**config.mk**
```make
export PLATFORM = sky130hd
export DESIGN_NAME = deauth_attack_detector_unit
export DESIGN_NICKNAME = d
export VERILOG_FILES = /design/src/hw/rtl/dad_pkg.sv /design/src/hw/rtl/deauth_attack_detector_unit.sv /design/src/hw/rtl/dad_regs.sv /design/src/hw/rtl/dad_front.sv /design/src/hw/rtl/dad_queue.sv /design/src/hw/rtl/dad_back.sv
export SDC_FILE = /design/constraint.sdc
export NUM_CORES = 1
export LEC_CHECK = 0
export CAP_MARGIN = 25
export CORE_ASPECT_RATIO = 0.75
export CORE_UTILIZATION = 33
export CTS_CLUSTER_DIAMETER = 100
export DETAILED_ROUTE_END_ITERATION = 12
export DONT_BUFFER_PORTS = 1
export PLACE_DENSITY_LB_ADDON = 0.3
export RECOVER_POWER = 100
export SYNTH_ARGS = -nofsm -noshare
export SYNTH_HDL_FRONTEND = slang
export SYNTH_SLANG_ARGS = --single-unit
export TNS_END_PERCENT = 10
```
**constraint.sdc**
```tcl
create_clock -name clk -period 5.1 [get_ports clk]
set_input_delay 1.53 -clock clk [delete_from_list [all_inputs] [get_ports clk]]
set_output_delay 1.53 -clock clk [all_outputs]
set_load 0.02 [all_outputs]
```
**src/hw/rtl/dad_pkg.sv**
```systemverilog
// shared types, constants and register map for the deauth attack detector
// no dependencies; imported by every module of the block
package dad_pkg;

    // channel plan
    localparam int NUM_CHANNELS = 13;
    localparam int CHAN_W       = 4;

    // frame classification
    localparam logic [15:0] MIN_FRAME_LEN = 16'd28;
    localparam logic [7:0]  TYPE_DEAUTH   = 8'hA0;
    localparam logic [7:0]  TYPE_DISASSOC = 8'hC0;

    // saturation limits
    localparam logic [15:0] COUNT_MAX = 16'hFFFF;
    localparam logic [7:0]  RUN_MAX   = 8'hFF;

    // configuration register reset values
    localparam logic        ENABLE_RST      = 1'b0;
    localparam logic [15:0] MIN_PACKETS_RST = 16'd5;
    localparam logic [7:0]  MIN_WINDOWS_RST = 8'd1;
    localparam logic [15:0] DWELL_MS_RST    = 16'd140;
    localparam logic [15:0] WINDOW_MS_RST   = 16'(NUM_CHANNELS * 140);

    // configuration port
    localparam int CFG_ADDR_W = 5;
    localparam int CFG_DATA_W = 32;
    localparam int REG_IDX_W  = 3;

    localparam logic [REG_IDX_W-1:0] REG_ENABLE      = 3'd0;
    localparam logic [REG_IDX_W-1:0] REG_MIN_PACKETS = 3'd1;
    localparam logic [REG_IDX_W-1:0] REG_MIN_WINDOWS = 3'd2;
    localparam logic [REG_IDX_W-1:0] REG_DWELL_MS    = 3'd3;
    localparam logic [REG_IDX_W-1:0] REG_WINDOW_MS   = 3'd4;

    // queue between front and back
    localparam int QUEUE_DEPTH = 2;
    localparam int QPTR_W      = $clog2(QUEUE_DEPTH);

    typedef struct packed {
        logic        cmd;
        logic [7:0]  frame_type_byte;
        logic [15:0] frame_length;
    } in_item_t;

    typedef struct packed {
        logic        window_done;
        logic [15:0] window_packet_count;
        logic [7:0]  attack_run;
        logic        attack_onset;
        logic        attack_cleared;
        logic        channel_changed;
        logic [3:0]  channel;
    } out_item_t;

    // classified work entry
    typedef struct packed {
        logic is_tick;
        logic is_match;
    } q_entry_t;

    // current configuration
    typedef struct packed {
        logic        enable;
        logic [15:0] min_packets;
        logic [7:0]  min_windows;
        logic [15:0] dwell_ms;
        logic [15:0] window_ms;
    } cfg_t;

    // queue status seen by the front
    typedef struct packed {
        logic full;
        logic empty;
    } q_status_t;

endpackage

```
**src/hw/rtl/deauth_attack_detector_unit.sv**
```systemverilog
// top level of the deauth attack detector
// depends on dad_pkg, dad_regs, dad_front, dad_queue and dad_back
//
// Each input transaction is a captured frame (cmd 0) or a one millisecond tick
// (cmd 1) and yields exactly one result transaction. The block takes one
// transaction per clock cycle sustained while it is not stalled. Each result
// is registered twice on its way: the accepting edge writes the two-entry
// classification queue, and a later edge, once the result register is free or
// draining, writes the output register of the counter and timer stage. The
// input is stalled only while that queue is full, which happens when the result
// side stalls. Configuration writes take an APB setup phase and an access phase
// and should be made while no transaction is in flight.
module deauth_attack_detector_unit
    import dad_pkg::*;
(
    input  logic                  clk,
    input  logic                  rst_n,
    input  logic                  in_valid,
    output logic                  in_stall,
    input  in_item_t              in_item,
    output logic                  out_valid,
    input  logic                  out_stall,
    output out_item_t             out_item,
    input  logic                  psel,
    input  logic                  penable,
    input  logic                  pwrite,
    input  logic [CFG_ADDR_W-1:0] paddr,
    input  logic [CFG_DATA_W-1:0] pwdata,
    output logic [CFG_DATA_W-1:0] prdata,
    output logic                  pready
);

    cfg_t      cfg;
    q_status_t q_status;
    logic      push;
    q_entry_t  push_entry;
    logic      pop;
    q_entry_t  head;

    // configuration registers
    dad_regs u_regs (
        .clk     (clk),
        .rst_n   (rst_n),
        .psel    (psel),
        .penable (penable),
        .pwrite  (pwrite),
        .paddr   (paddr),
        .pwdata  (pwdata),
        .prdata  (prdata),
        .pready  (pready),
        .cfg     (cfg)
    );

    // accept and classify
    dad_front u_front (
        .in_valid   (in_valid),
        .in_stall   (in_stall),
        .in_item    (in_item),
        .q_status   (q_status),
        .push       (push),
        .push_entry (push_entry)
    );

    // decoupling queue
    dad_queue u_queue (
        .clk        (clk),
        .rst_n      (rst_n),
        .push       (push),
        .push_entry (push_entry),
        .pop        (pop),
        .head       (head),
        .status     (q_status)
    );

    // counters, timers and result register
    dad_back u_back (
        .clk       (clk),
        .rst_n     (rst_n),
        .cfg       (cfg),
        .head      (head),
        .q_status  (q_status),
        .pop       (pop),
        .out_valid (out_valid),
        .out_stall (out_stall),
        .out_item  (out_item)
    );

endmodule

```
**src/hw/rtl/dad_regs.sv**
```systemverilog
// configuration registers behind the APB-style port
// depends on dad_pkg
module dad_regs
    import dad_pkg::*;
(
    input  logic                  clk,
    input  logic                  rst_n,
    input  logic                  psel,
    input  logic                  penable,
    input  logic                  pwrite,
    input  logic [CFG_ADDR_W-1:0] paddr,
    input  logic [CFG_DATA_W-1:0] pwdata,
    output logic [CFG_DATA_W-1:0] prdata,
    output logic                  pready,
    output cfg_t                  cfg
);

    cfg_t                 cfg_reg;
    logic                 wr_en;
    logic [REG_IDX_W-1:0] reg_idx;

    assign pready  = 1'b1;
    assign wr_en   = psel & penable & pwrite;
    assign reg_idx = paddr[CFG_ADDR_W-1:2];
    assign cfg     = cfg_reg;

    // register writes
    always_ff @(posedge clk or negedge rst_n)
    begin
        if (!rst_n)
        begin
            cfg_reg.enable      <= ENABLE_RST;
            cfg_reg.min_packets <= MIN_PACKETS_RST;
            cfg_reg.min_windows <= MIN_WINDOWS_RST;
            cfg_reg.dwell_ms    <= DWELL_MS_RST;
            cfg_reg.window_ms   <= WINDOW_MS_RST;
        end
        else if (wr_en)
        begin
            unique case (reg_idx)
                REG_ENABLE:      cfg_reg.enable      <= pwdata[0];
                REG_MIN_PACKETS: cfg_reg.min_packets <= pwdata[15:0];
                REG_MIN_WINDOWS: cfg_reg.min_windows <= pwdata[7:0];
                REG_DWELL_MS:    cfg_reg.dwell_ms    <= pwdata[15:0];
                REG_WINDOW_MS:   cfg_reg.window_ms   <= pwdata[15:0];
                default:         ;
            endcase
        end
    end

    // read mux
    always_comb
    begin
        unique case (reg_idx)
            REG_ENABLE:      prdata = {31'd0, cfg_reg.enable};
            REG_MIN_PACKETS: prdata = {16'd0, cfg_reg.min_packets};
            REG_MIN_WINDOWS: prdata = {24'd0, cfg_reg.min_windows};
            REG_DWELL_MS:    prdata = {16'd0, cfg_reg.dwell_ms};
            REG_WINDOW_MS:   prdata = {16'd0, cfg_reg.window_ms};
            default:         prdata = '0;
        endcase
    end

endmodule

```
**src/hw/rtl/dad_front.sv**
```systemverilog
// front end: accepts input transactions and classifies them for the queue
// depends on dad_pkg
module dad_front
    import dad_pkg::*;
(
    input  logic      in_valid,
    output logic      in_stall,
    input  in_item_t  in_item,
    input  q_status_t q_status,
    output logic      push,
    output q_entry_t  push_entry
);

    logic len_ok;
    logic type_ok;

    // hold off the source while the queue is full
    assign in_stall = q_status.full;
    assign push     = in_valid & ~q_status.full;

    // deauthentication or disassociation frame of usable length
    assign len_ok  = (in_item.frame_length >= MIN_FRAME_LEN);
    assign type_ok = (in_item.frame_type_byte == TYPE_DEAUTH) ||
                     (in_item.frame_type_byte == TYPE_DISASSOC);

    assign push_entry.is_tick  = in_item.cmd;
    assign push_entry.is_match = ~in_item.cmd & len_ok & type_ok;

endmodule

```
**src/hw/rtl/dad_queue.sv**
```systemverilog
// short fifo of classified entries between front and back
// depends on dad_pkg
module dad_queue
    import dad_pkg::*;
(
    input  logic      clk,
    input  logic      rst_n,
    input  logic      push,
    input  q_entry_t  push_entry,
    input  logic      pop,
    output q_entry_t  head,
    output q_status_t status
);

    q_entry_t          mem_reg [QUEUE_DEPTH];
    logic [QPTR_W-1:0] wr_ptr_reg;
    logic [QPTR_W-1:0] rd_ptr_reg;
    logic [QPTR_W:0]   count_reg;
    logic [QPTR_W:0]   count_next;

    assign status.full  = (count_reg == (QPTR_W+1)'(QUEUE_DEPTH));
    assign status.empty = (count_reg == '0);
    assign head         = mem_reg[rd_ptr_reg];

    // occupancy
    always_comb
    begin
        count_next = count_reg;
        if (push && !pop)
        begin
            count_next = count_reg + 1'b1;
        end
        else if (pop && !push)
        begin
            count_next = count_reg - 1'b1;
        end
    end

    // pointers
    always_ff @(posedge clk or negedge rst_n)
    begin
        if (!rst_n)
        begin
            wr_ptr_reg <= '0;
            rd_ptr_reg <= '0;
            count_reg  <= '0;
        end
        else
        begin
            count_reg <= count_next;
            if (push)
            begin
                wr_ptr_reg <= (wr_ptr_reg == QPTR_W'(QUEUE_DEPTH - 1)) ? '0 : wr_ptr_reg + 1'b1;
            end
            if (pop)
            begin
                rd_ptr_reg <= (rd_ptr_reg == QPTR_W'(QUEUE_DEPTH - 1)) ? '0 : rd_ptr_reg + 1'b1;
            end
        end
    end

    // entry storage
    always_ff @(posedge clk)
    begin
        if (push)
        begin
            mem_reg[wr_ptr_reg] <= push_entry;
        end
    end

endmodule

```
**src/hw/rtl/dad_back.sv**
```systemverilog
// back end: counters, window and dwell timers, result register
// depends on dad_pkg
module dad_back
    import dad_pkg::*;
(
    input  logic      clk,
    input  logic      rst_n,
    input  cfg_t      cfg,
    input  q_entry_t  head,
    input  q_status_t q_status,
    output logic      pop,
    output logic      out_valid,
    input  logic      out_stall,
    output out_item_t out_item
);

    logic [15:0]       pkt_count_reg, pkt_count_next;
    logic [7:0]        run_reg, run_next;
    logic [15:0]       win_elapsed_reg, win_elapsed_next;
    logic [15:0]       dwell_elapsed_reg, dwell_elapsed_next;
    logic [CHAN_W-1:0] chan_idx_reg, chan_idx_next;
    logic              out_valid_reg;
    out_item_t         out_item_reg;

    logic [15:0] win_tick;
    logic [15:0] dwell_tick;
    logic [7:0]  need;
    logic        done;
    logic [15:0] count_out;
    logic        started;
    logic        stopped;
    logic        hopped;

    // saturating millisecond count
    function automatic logic [15:0] tick_up(input logic [15:0] t);
        return (t != COUNT_MAX) ? t + 16'd1 : COUNT_MAX;
    endfunction

    // take the next entry when the result register is free or draining
    assign pop       = ~q_status.empty & (~out_valid_reg | ~out_stall);
    assign out_valid = out_valid_reg;
    assign out_item  = out_item_reg;

    assign win_tick   = tick_up(win_elapsed_reg);
    assign dwell_tick = tick_up(dwell_elapsed_reg);
    assign need       = (cfg.min_windows == 8'd0) ? 8'd1 : cfg.min_windows;

    // state update for one entry
    always_comb
    begin
        pkt_count_next     = pkt_count_reg;
        run_next           = run_reg;
        win_elapsed_next   = win_elapsed_reg;
        dwell_elapsed_next = dwell_elapsed_reg;
        chan_idx_next      = chan_idx_reg;
        done               = 1'b0;
        count_out          = '0;
        started            = 1'b0;
        stopped            = 1'b0;
        hopped             = 1'b0;
        if (pop)
        begin
            if (!head.is_tick)
            begin
                if (head.is_match && (pkt_count_reg != COUNT_MAX))
                begin
                    pkt_count_next = pkt_count_reg + 16'd1;
                end
            end
            else if (cfg.enable)
            begin
                // evaluation window
                if (win_tick >= cfg.window_ms)
                begin
                    win_elapsed_next = '0;
                    done             = 1'b1;
                    count_out        = pkt_count_reg;
                    pkt_count_next   = '0;
                    if (pkt_count_reg >= cfg.min_packets)
                    begin
                        if (run_reg != RUN_MAX)
                        begin
                            run_next = run_reg + 8'd1;
                            started  = ((run_reg + 8'd1) == need);
                        end
                    end
                    else
                    begin
                        stopped  = (run_reg >= need);
                        run_next = '0;
                    end
                end
                else
                begin
                    win_elapsed_next = win_tick;
                end
                // channel dwell
                if (NUM_CHANNELS > 1)
                begin
                    if (dwell_tick >= cfg.dwell_ms)
                    begin
                        dwell_elapsed_next = '0;
                        hopped             = 1'b1;
                        chan_idx_next      = (chan_idx_reg >= CHAN_W'(NUM_CHANNELS - 1)) ?
                                             '0 : chan_idx_reg + 1'b1;
                    end
                    else
                    begin
                        dwell_elapsed_next = dwell_tick;
                    end
                end
            end
        end
    end

    // detector state
    always_ff @(posedge clk or negedge rst_n)
    begin
        if (!rst_n)
        begin
            pkt_count_reg     <= '0;
            run_reg           <= '0;
            win_elapsed_reg   <= '0;
            dwell_elapsed_reg <= '0;
            chan_idx_reg      <= '0;
        end
        else
        begin
            pkt_count_reg     <= pkt_count_next;
            run_reg           <= run_next;
            win_elapsed_reg   <= win_elapsed_next;
            dwell_elapsed_reg <= dwell_elapsed_next;
            chan_idx_reg      <= chan_idx_next;
        end
    end

    // result valid flag
    always_ff @(posedge clk or negedge rst_n)
    begin
        if (!rst_n)
        begin
            out_valid_reg <= 1'b0;
        end
        else if (pop)
        begin
            out_valid_reg <= 1'b1;
        end
        else if (!out_stall)
        begin
            out_valid_reg <= 1'b0;
        end
    end

    // result payload
    always_ff @(posedge clk)
    begin
        if (pop)
        begin
            out_item_reg.window_done         <= done;
            out_item_reg.window_packet_count <= count_out;
            out_item_reg.attack_run          <= run_next;
            out_item_reg.attack_onset        <= started;
            out_item_reg.attack_cleared      <= stopped;
            out_item_reg.channel_changed     <= hopped;
            out_item_reg.channel             <= chan_idx_next + 1'b1;
        end
    end

endmodule

```
# --- Word-level counts from Yosys, hierarchy flattened ---
# Memory sizes are Yosys's and may differ from the RTL's.
# Index checks and enable logic that the tools add are counted.
word_totals:
  register_bits: 154
  latchBits: 0
  ram_bits: 4
  romBits: 0
  output_inout_bits: 67
  elab_cells: 121
  n_memories: 1
op_classes:
  add_sub_neg: 10
  mul: 0
  div_mod_pow: 0
  magnitude_cmp: 6
  n_eq_ne: 15
  shifts: 0
  muxes: 31
  bitwise_logic: 15
  n_reduce_logical: 22
memory_table:
  columns: ["memory", "words", "word_bits", "read_ports", "rd_ports_with_merged_regs", "write_ports", "line_no", "text"]
  rows:
  - ["u_queue.mem_reg", 2, 2, 1, 0, 1, "dad_queue.sv:15", "q_entry_t mem_reg [QUEUE_DEPTH];"]
op_table:
  columns: ["op", "count"]
  rows:
  - ["$mux 16", 8]
  - ["$pmux 16 s5", 1]
  - ["$mux 8", 7]
  - ["$add 16x1->16 const B", 3]
  - ["$ge 16x16->1", 3]
  - ["$ne 16x16->1 const B", 3]
  - ["$mux 4", 5]
  - ["$eq 8x8->1 const B", 2]
  - ["$ge 16x5->1 const B", 1]
  - ["$reduce_and 2->1", 6]
  - ["$add 4x1->4 const B", 2]
  - ["$add 8x1->8 const B", 1]
  - ["$eq 8x8->1", 1]
  - ["$ge 8x8->1", 1]
  - ["$logic_not 8->1", 1]
  - ["$mux 1", 8]
  - ["$ne 8x8->1 const B", 1]
  - ["$not 1->1", 8]
  - ["$and 1x1->1", 6]
  - ["$eq 3x2->1 const B", 2]
  - ["$reduce_and 3->1", 2]
  - ["$reduce_and 5->1", 1]
  - ["$ge 4x4->1 const B", 1]
  - ["$mux 2", 2]
  - ["17 further kinds", 23]

# --- Longest topological paths before layout ---
logic_depth:
  word_depth: 8
  ltp_mapped: 17

# --- Cells and area by module ---
# A second synthesis with hierarchy kept.
unflattened:
  hier_cells: 976
  area_unflattened_um2: 9831.9
modules_own_cells:
  columns: ["mod", "n_inst", "cells_each", "area_each_um2"]
  rows:
  - ["dad_back", 1, 742, 6601.3]
  - ["dad_regs", 1, 200, 2812.7]
  - ["dad_queue", 1, 22, 331.6]
  - ["dad_front", 1, 12, 86.3]

# --- Worst setup path before layout ---
# Ideal clock, no wire load.
synth_path:
  kind: "in2out"
  startpoint: "in paddr[2]"
  endpoint: "out prdata[13]"
  t_arrival_ps: 2771
  slack_ps: 799
  stages: 5
  cell_sequence: "nor2b_1 -> clkbuf_1 -> clkbuf_1 -> a22oi_1 -> o21ai_0"
synth_via:
  elab_chain_len: 2
  elab_cells_between_ends: 6
  classes_between: "4 x eq/ne; 1 x mux; 1 x reduce/logical"
synth_rtl:
  columns: ["element", "line_no", "text"]
  rows:
  - ["from (decl)", "deauth_attack_detector_unit.sv:27", "input logic [CFG_ADDR_W-1:0] paddr,"]
  - ["$eq 3x3->1, or another cell as far along", "dad_regs.sv:54", "unique case (reg_idx)"]
  - ["$pmux 16 s5 *", "dad_regs.sv:54", null]
  - ["to (decl)", "deauth_attack_detector_unit.sv:29", "output logic [CFG_DATA_W-1:0] prdata,"]
# Mark *: on every way between the ends. The rest lies on a longest branch, timed or not.

# --- Worst setup path in the final report ---
layout_path:
  startpoint: "in paddr[2]"
  endpoint: "out prdata[15]"
# Same word-level chain as after synthesis.

==> results.md <==
* CTS Buffer Depth at 2
* Fin Clk Skew at 0.0123 ns
* Total non-filler cell area in the finished layout at 10600 um2
* Met2 routed wirelength at 10400 um
* Num CTS Buffers at 17
* Detailed Route Iter0 Violations at 520
* Core outline area at 28400 um2
* Share of power burned in registers at 44.9%
* Peak clock frequency supported by timing at 219 MHz
* Vias per inst at 5.32
* Share of layout cells above drive strength 1 at 10.6%
* Largest register FFs at 57
* Quantity of hold-fixing buffers added after cts at 0
* Yosys Warn Count at 0
* Number of placement rows at 53
* Worst hold margin at 0.495 ns
* Crit. End Element: output port
* Global-route usage over all layers at 17.7%
* Total wire length after detailed routing at 25600 um
* Critical path peak fanout at 15
* Setup violations, final at 0
* Worst-Skew Late Latency at 0.45 ns
* Run status: finished, final reports clean
* First-pass GRT wire length at 39800 um
* Area overhead of the layout relative to synthesis at 9.74%
* Met1 routed wirelength after detailed routing at 13000 um
* Diodes inserted at 0
* Post-route antenna net violation count at 0
* Data arrival time of the critical path at 3.04 ns
* Post-route minimum period at 4.57 ns
* Register bit count reported by yosys at 158
* Startpoint of the most critical hold path: u_queue.wr_ptr_reg
* Type of element launching the critical path: input port
* Startpoint-to-endpoint class of the critical path: in -> out
* Static Leakage at 4.51 nW
* Clk sink count at 158
* Die Span Y at 150 um
* Worst hold path type: reg -> reg
* Final slew viol count at 0
* RSZ-0062 raised after global routing: no
* Post-synth ARST share at 77.2%
* Top cell by count, worst path: sky130_fd_sc_hd__clkbuf_1
* Critical path, cell by cell: nor2b_1, clkbuf_1, and2_0, nand2_1, o21ai_0, clkbuf_1
* Total instance count after detailed placement at 1374
* Fraction of the cycle the final worst path needs at 89.6%
* Dpl hpwl at 18500 um
* Count of flip-flops with a built-in enable after synthesis at 36
* Postcts setup bufs at 0
* Net count of the finished layout at 1140
* FF-to-FF Start: u_back.dwell_elapsed_reg[0]
* Power share of the clock group at 30.4%
* Cell Area, Synth at 9640 um2
* CTS tree: yes
* Vias post-DR at 7486
* Number of antenna violations at the first check in global routing at 0
* Maxcap violations at 0
* Maximum resistive drop on vdd at 261 uV
* Post-place instance area at 10100 um2
* Commonest register cell after synthesis: sky130_fd_sc_hd__dfrtp_1
* Clock transition at the registers of the reported paths at 0.06 ns
* Maximum number of pins on one net before global-route repair at 123
* Standard cell with the maximum stage delay on the critical path: sky130_fd_sc_hd__and2_0
* Buffer type at the clock tree root: sky130_fd_sc_hd__clkbuf_16
* Netlist cell types at 70
* # port buffers at 0
* Share of total power consumed by net switching at 35.8%
* Total Neg Setup Slack at 0 ns
* Relative slew margins at 23.4%
* Cells after synthesis at 1009
* WL per Instance at 18.2 um
* Via count of the first global-routing pass at 6935
* Fill cells at 2900
* Count of pins on the block boundary at 136
* Placer congestion estimate at 0.850
* Floorplan die area at 29900 um2
* Final standard cell utilization of the core at 37.3%
* FF+latch area at 4150 um2
* Final-report hold violation count at 0
* Cell Count, Final, Fillers Out at 1406
* Mean instance size in the synthesized netlist at 9.56 um2
* Die Width at 199 um
* Cell area power density at 410 nW/um2
* Remaining routing DRC violations at 0
* Total global routing overflow at 0
* Sequential cell area fraction in the yosys report at 43.0%
* Uppermost metal layer occupied by signal nets: met4
* Depth of the CTS H-tree at 4
* Delay of the slowest critical-path stage at 0.42 ns
* Transition time at the pin with the least slew margin at 1.15 ns
* Switching Power at 0.00155 W
* Crit path launch: paddr[2]
* Required time worst endpoint at 3.57 ns
* Initial Util at 34.0%
* Combinational fraction of design power at 24.7%
* Cell-internal power at 0.00279 W
* First drt pass iteration count at 5
* Multi-input gate area in the final layout at 4910 um2
* Resized Gates After CTS at 0
* Met3 Routed Length at 2050 um
-- critical path: cells and delay by family --
family / cells / cell delay [ns]
AND/OR/NAND/NOR: 3 / 0.67
AO/OA/AOI/OAI: 1 / 0.17
buffers and inverters: 2 / 0.65
-- Yosys cell counts, types with 3 or more instances --
library cell / instances / area share (%)
sky130_fd_sc_hd__clkbuf_1: 29 / 1.1
sky130_fd_sc_hd__nand2b_1: 8 / 0.52
sky130_fd_sc_hd__o21bai_1: 3 / 0.23
sky130_fd_sc_hd__nand2_1: 93 / 3.6
sky130_fd_sc_hd__nor3_1: 13 / 0.67
sky130_fd_sc_hd__o22ai_1: 9 / 0.58
sky130_fd_sc_hd__buf_1: 5 / 0.19
sky130_fd_sc_hd__a31o_2: 3 / 0.27
sky130_fd_sc_hd__xor2_1: 14 / 1.3
sky130_fd_sc_hd__or4_1: 12 / 0.93
sky130_fd_sc_hd__inv_1: 72 / 2.8
sky130_fd_sc_hd__nor4_1: 11 / 0.71
sky130_fd_sc_hd__o31ai_1: 13 / 1.0
sky130_fd_sc_hd__dfstp_2: 12 / 3.3
sky130_fd_sc_hd__o211ai_1: 4 / 0.31
sky130_fd_sc_hd__dfrtp_1: 110 / 29
sky130_fd_sc_hd__nand3_1: 43 / 2.2
sky130_fd_sc_hd__mux2i_1: 10 / 1.0
sky130_fd_sc_hd__a41oi_1: 5 / 0.45
sky130_fd_sc_hd__ha_1: 63 / 8.2
sky130_fd_sc_hd__nand4_1: 17 / 1.1
sky130_fd_sc_hd__o22a_1: 11 / 1.0
sky130_fd_sc_hd__buf_4: 19 / 1.5
sky130_fd_sc_hd__nor2b_1: 5 / 0.32
sky130_fd_sc_hd__xnor2_1: 21 / 1.9
sky130_fd_sc_hd__a21oi_1: 66 / 3.4
sky130_fd_sc_hd__buf_2: 13 / 0.67
sky130_fd_sc_hd__a21o_1: 6 / 0.47
sky130_fd_sc_hd__a2bb2oi_1: 3 / 0.27
sky130_fd_sc_hd__a31oi_1: 23 / 1.5
sky130_fd_sc_hd__a211oi_1: 8 / 0.62
sky130_fd_sc_hd__o21ai_0: 62 / 3.2
sky130_fd_sc_hd__nor2_1: 49 / 1.9
sky130_fd_sc_hd__edfxtp_1: 36 / 11
sky130_fd_sc_hd__a22oi_1: 18 / 1.4
sky130_fd_sc_hd__mux2_2: 41 / 4.8
sky130_fd_sc_hd__and3_1: 16 / 1.0
sky130_fd_sc_hd__and2_1: 18 / 1.2
sky130_fd_sc_hd__nor4b_1: 3 / 0.27
-- stage by stage --
step                power (W)  worst slack, ns
floorplan             0.00275            0.799
global placement      0.00305            0.777
detailed placement    0.00307            0.733
CTS                   0.00441            0.685
global route          0.00461            0.220
finish                0.00434            0.531
-- power by group through the flow --
stage          combinational [W]  sequential [W]  clock [W]
2_1_floorplan           0.000858         0.00189          0
3_3_place_gp             0.00108         0.00197          0
3_5_place_dp             0.00110         0.00197          0
4_1_cts                  0.00111         0.00195    0.00135
5_1_grt                  0.00122         0.00199    0.00140
6_report                 0.00107         0.00195    0.00132
-- cells by family after synthesis --
family                     after synthesis  synth area share [%]
muxes                                   52                  5.94
AOI/OAI and AO/OA                      258                  17.4
other                                    2                0.0779
xor gates and xnor gates                35                  3.18
DFF                                    158                  43.0
buffers and inverters                  142                  6.60
and+or+nand+nor                        299                  15.6
adders and majority gates               63                  8.17
-- cells in the final DEF (no fill, tap or decap), drive strengths merged, types with 11 or more instances in the layout --
cell    count
a21oi      66
a22oi      18
a31oi      25
and2       19
and3       16
buf        13
clkbuf     44
conb       17
dfrtp     110
dfstp      12
edfxtp     36
ha         63
inv        74
mux2       42
nand2      94
nand3      44
nand4      17
nor2       50
nor3       13
nor4       11
o21ai      64
o22a       11
o31ai      14
or4        12
xnor2      21
xor2       14
-- routing by layer --
metal  vias up  global-route usage, %
met5         -                      0
met3        16                   6.36
met2       222                   23.6
li1       3631                      -
met1      3617                   26.7
met4         0                   3.89
-- final timing paths --
path                                 endpoint  slack [ns]  cells past startpoint
hold reg to reg            u_queue.wr_ptr_reg        0.50                      1
max in group asynchronous       u_regs.cfg[9]        4.06                      0
min in group asynchronous   u_back.run_reg[5]        0.78                      0
setup / recovery                   prdata[15]        0.53                      6
setup reg to reg           u_back.out_item[2]        0.54                     14
hold / removal             u_queue.wr_ptr_reg        0.50                      1
-- final cells by class --
type / instances / area share [%]
Clock buffer: 23 / 4.62
Clock inverter: 9 / 0.993
Inverter: 73 / 2.59
Multi-Input combinational cell: 724 / 46.4
Sequential cell: 158 / 39.2
Tap cell: 385 / 4.55
Timing Repair Buffer: 34 / 1.67
Power figures use the tool's default switching activity.
